`config.mk`:
```
export PLATFORM = sky130hd
export DESIGN_NAME = chp_ram
export DESIGN_NICKNAME = d
export VERILOG_FILES = /design/src/rtl/chp_ram.sv
export SDC_FILE = /design/constraint.sdc
export NUM_CORES = 1
export LEC_CHECK = 0
export BUFFER_PORTS_ARGS = -buffer_cell sky130_fd_sc_hd__buf_2
export CAP_MARGIN = 15
export CORE_UTILIZATION = 25
export CTS_CLUSTER_SIZE = 24
export DETAILED_ROUTE_END_ITERATION = 7
export GPL_TIMING_DRIVEN = 0
export PLACE_DENSITY = 0.35
export SETUP_SLACK_MARGIN = 0.15
export SLEW_MARGIN = 20
export SYNTH_ARGS = -nofsm -noshare
export SYNTH_HDL_FRONTEND = slang
export SYNTH_SLANG_ARGS = --single-unit
```
`constraint.sdc`:
```
create_clock -name clock -period 6.6 [get_ports clock]
set_clock_uncertainty 0.2 [all_clocks]
set_input_delay 1.32 -clock clock [delete_from_list [all_inputs] [get_ports clock]]
set_output_delay 1.32 -clock clock [all_outputs]
set_load 0.01 [all_outputs]
```
`src/rtl/chp_ram.sv`:
```
// ----------------------------------------------------------------------------
// chp_ram
// generic single-write single-read ram with registered read data
// ----------------------------------------------------------------------------
module chp_ram #(
   parameter int WIDTH = 32,
   parameter int DEPTH = 16
) (
   input  logic                     clock,
   input  logic                     wr_en,
   input  logic [$clog2(DEPTH)-1:0] wr_addr,
   input  logic [WIDTH-1:0]         wr_data,
   input  logic [$clog2(DEPTH)-1:0] rd_addr,
   output logic [WIDTH-1:0]         rd_data
);

   logic [WIDTH-1:0] mem_ff [DEPTH];
   logic [WIDTH-1:0] rd_data_ff;

   always_ff @(posedge clock) begin
      if (wr_en) begin
         mem_ff[wr_addr] <= wr_data;
      end
      rd_data_ff <= mem_ff[rd_addr];
   end

   assign rd_data = rd_data_ff;

endmodule

```
# --- After elaboration in Yosys (flattened, before gate mapping) ---
# Memory sizes are Yosys's and may differ from the RTL's. A register that Yosys moved wholly into a read port is not among the register bits.
# Index checks and enable logic that the tools add are counted.
word_totals:
  reg_bits: 0
  ramBits: 512
  in_bits: 42
  out_inout_bits: 32
  memories: 1
op_classes:
  n_mux: 2
memory_table:
  columns: ["name", "words", "width", "read_ports", "rd_clocked_by_memory_dff", "write_ports", "line_no", "text"]
  rows:
  - ["mem_ff", 16, 32, 1, 1, 1, "17", "logic [WIDTH-1:0] mem_ff [DEPTH];"]
ops:
  columns: ["op", "count"]
  rows:
  - ["two-way mux 1 bit", 2]

# --- Longest topological paths before layout ---
depth:
  ltp_word: 2
  depth_mapped: 5

# --- Worst setup path before layout ---
# OpenSTA, ideal clock, no wires.
synth_timing:
  path_type: "input to register"
  start: "in wr_addr[2]"
  end: "mem mem_ff[0][0], enable pin"
  setup_ps: 461
  arrival_time_ps: 4038
  required_ps: 5939
  setup_slack_ps: 1900
  cell_stages: 2
  n_path_buf: 0
  path_cell_list: "or3b_2 -> nor3_1"
synth_lines:
  columns: ["item", "line_no", "text"]
  rows:
  - ["start: declaration", "11", "input logic [$clog2(DEPTH)-1:0] wr_addr,"]
  - ["end: declaration", "17", null]
# No word-level cell before the write port.

# --- Worst setup path after layout ---
layout_timing:
  start: "in wr_addr[2]"
  end: "mem mem_ff[0][1], enable pin"
# No word-level cell before the write port.

==> summary.txt <==
Status -> finished, final reports clean
Library cells used by synthesis -> 18
CP max FO -> 7
Clock share of power -> 0.436
Sequential share of power -> 0.513
Total CTS buffers -> 61
CTS tree -> built
Starting Density -> 0.255
Sw Share -> 0.214
Worst Hold Depth -> 3
Hold_ws -> 473 ps
Number of global-route vias before repair -> 9930
Seq/Total Area, Yosys -> 0.807
H-tree Lvls -> 2
Crit Reg-Reg Endpoint -> rd_data[1]
Min-Delay Path Class -> reg2reg
YS warnings -> 0
Post-DP Area -> 22400 um2
Core area -> 78000 um2
Global-route wire length before repair -> 75.5 mm
Die Height -> 284 um
CP Capture Type -> flop
Crit path time final -> 3170 ps
Peak VDD IR -> 236 uV
Initial antenna violation count -> 5
Crit path buf inv count -> 4
Seq cells post-synth -> 544
Total wire length -> 52.4 mm
I/O pins -> 74
Mapped Cells -> 838
Worst slew margin -> 0.307
Routed len/inst -> 24.9 um
Delay-heaviest family, CP -> simple AND/OR/NAND/NOR gates
DRC -> 0
Worst setup SP type -> input pin
Data required, critical path -> 6700 ps
RSZ-0062 raised after global routing -> no
Filler instances -> 7475
Post-CTS sizing -> 0
Hold endpoint -> rd_data[29]
Pre-CTS setup slack -> 2770 ps
Kind of critical path -> in2reg
Gp weighted congestion -> 0.649
Worst Min Path Start -> mem_ff[14][29]
Syn_nets -> 880
Detail Placement HPWL -> 34.6 mm
NetSw -> 1.62 mW
Layout cells sized above 1 -> 0.342
Post-CTS Setup Bufs -> 0
Worst-Skew Late Latency -> 620 ps
Die area -> 80500 um2
CTS sink count -> 544
Max incr delay on CP -> 620 ps
Fmax -> 315 MHz
Worst R2R Path Depth -> 3
Leakage Power -> 7.73 nW
Final nets -> 1061
Crit path DAT -> 3270 ps
Worst-path clk slew -> 60 ps
Gr usage total -> 0.132
Endpoints failing hold -> 0
Clock buffer depth -> 3
Pin count of the biggest net entering global routing -> 18
CTS Hold Bufs -> 0
Avg Inst Size Synth -> 23.7 um2
Post-route ant nets -> 0
Total grt overflow -> 0
Reg2reg start -> mem_ff[3][1]
R2r setup slk -> 4950 ps
Number of vias per cell -> 4.38
Cell at the slowest stage of the critical path -> nor3_2
Crit path top cell by count -> buf_6
Cell Int Power -> 5.95 mW
Final Core Density -> 0.312
Final Instance Area -> 24400 um2
Max-cap viol count -> 0
Die Wd -> 284 um
Worst-Margin Slew -> 1040 ps
P&R area growth vs syn -> 22.7%
Cell area power density -> 311 nW/um2
Post-synthesis cell area -> 19900 um2
Drt first pass iters -> 4
Via Count -> 9223
Initial DRC count -> 686
Post-route setup TNS -> 0 ps
Row cnt -> 102
Port bufs -> 71
Crit path cell chain -> buf_2 > or3b_2 > nor3_2 > buf_6 > buf_6 > buf_4
Pins Over Slew Limit -> 0
Final setup margin -> 3430 ps
Final setup vio count -> 0
Comb pwr share -> 0.051
N_diodes -> 0
Period utilization -> 0.481
Clock root buffer -> clkbuf_16
[flip-flops by register name, summed over array words and instances, names as in the netlist]
register	cells
mem_ff	512
rd_data	32
[cells in the mapped netlist]
cell      count  area (um2)
a22oi_1      64         480
and2_1        1        6.26
buf_1         9        33.8
buf_2         4        20.0
buf_4        11        82.6
buf_6         2        22.5
clkbuf_1     17        63.8
dfxtp_1      32         641
edfxtp_1    512       15400
mux4_2      128        2880
nand2_1      33         124
nand2b_1      2        12.5
nand3_1       1        5.00
nand3b_1      2        15.0
nor2_1       13        48.8
nor2b_1       2        12.5
nor3_1        4        20.0
or3b_2        1        8.76
[power by group through the flow]
stage          Sequential, mW  Combinational [mW]  Clock (mW)
2_1_floorplan            3.96               0.185           0
3_3_place_gp             3.96               0.380           0
3_5_place_dp             3.95               0.406           0
4_1_cts                  3.88               0.406        3.41
5_1_grt                  3.89               0.426        3.53
6_report                 3.88               0.389        3.29
[stage by stage]
step / power, mW / std cells
floorplan: 4.15 / 838
global placement: 4.34 / 1949
detailed placement: 4.36 / 1996
CTS: 7.70 / 2108
global route: 7.84 / 2108
finish: 7.56 / 2108
[cell type report]
cell class,instances,area [um2],area share
flip-flops and latches,544,16000,0.657
multi-input cells,251,3730,0.153
clock buffers,81,1640,0.0674
well taps,1040,1300,0.0534
repair buffers,118,1160,0.0475
clock inverters,31,293,0.0120
plain buffers,43,223,0.00914
[placed cells by master (no fill, tap or decap), drive strengths merged]
cell,n
edfxtp,512
buf,144
mux4,128
clkbuf,98
a22oi,64
nand2,33
dfxtp,32
clkinv,21
nor2,13
bufinv,5
nor3,4
clkinvlp,4
nor2b,2
nand3b,2
nand2b,2
and2,1
nand3,1
or3b,1
inv,1
[kinds of logic (layout without fill, tap and decap cells)]
kind of cell,Yosys count,in the layout,share of synthesized area
buf+inv,43,273,0.0112
simple gates,59,59,0.0127
mux,128,128,0.145
compound gates,64,64,0.0242
flops,544,544,0.807
[worst reg2reg max path: stages (launching register included)]
cell	delay, ps
edfxtp_1	350
mux4_2	490
a22oi_1	380
nand2_1	100
[layer usage]
| metal | GRT usage | routed length [um] |
|---|---|---|
| met1 | 0.195 | 25700 |
| met2 | 0.195 | 23200 |
| met3 | 0.0233 | 2270 |
| met4 | 0.0401 | 1250 |
| met5 | 0 | 43 |
[worst max path at each step]
stage / end / cells after the start / slack (ps) / start
finish: mem_ff[0][1] / 6 / 3430 / wr_addr[2]
global route: mem_ff[0][1] / 6 / 3390 / wr_addr[2]
CTS: mem_ff[0][1] / 6 / 3420 / wr_addr[2]
detailed placement: mem_ff[0][2] / 6 / 2770 / wr_addr[2]
global placement: mem_ff[8][9] / 3 / -1940 / wr_addr[2]
floorplan: mem_ff[0][0] / 2 / 1900 / wr_addr[2]
Note: power is estimated with default switching activity, not from simulation.
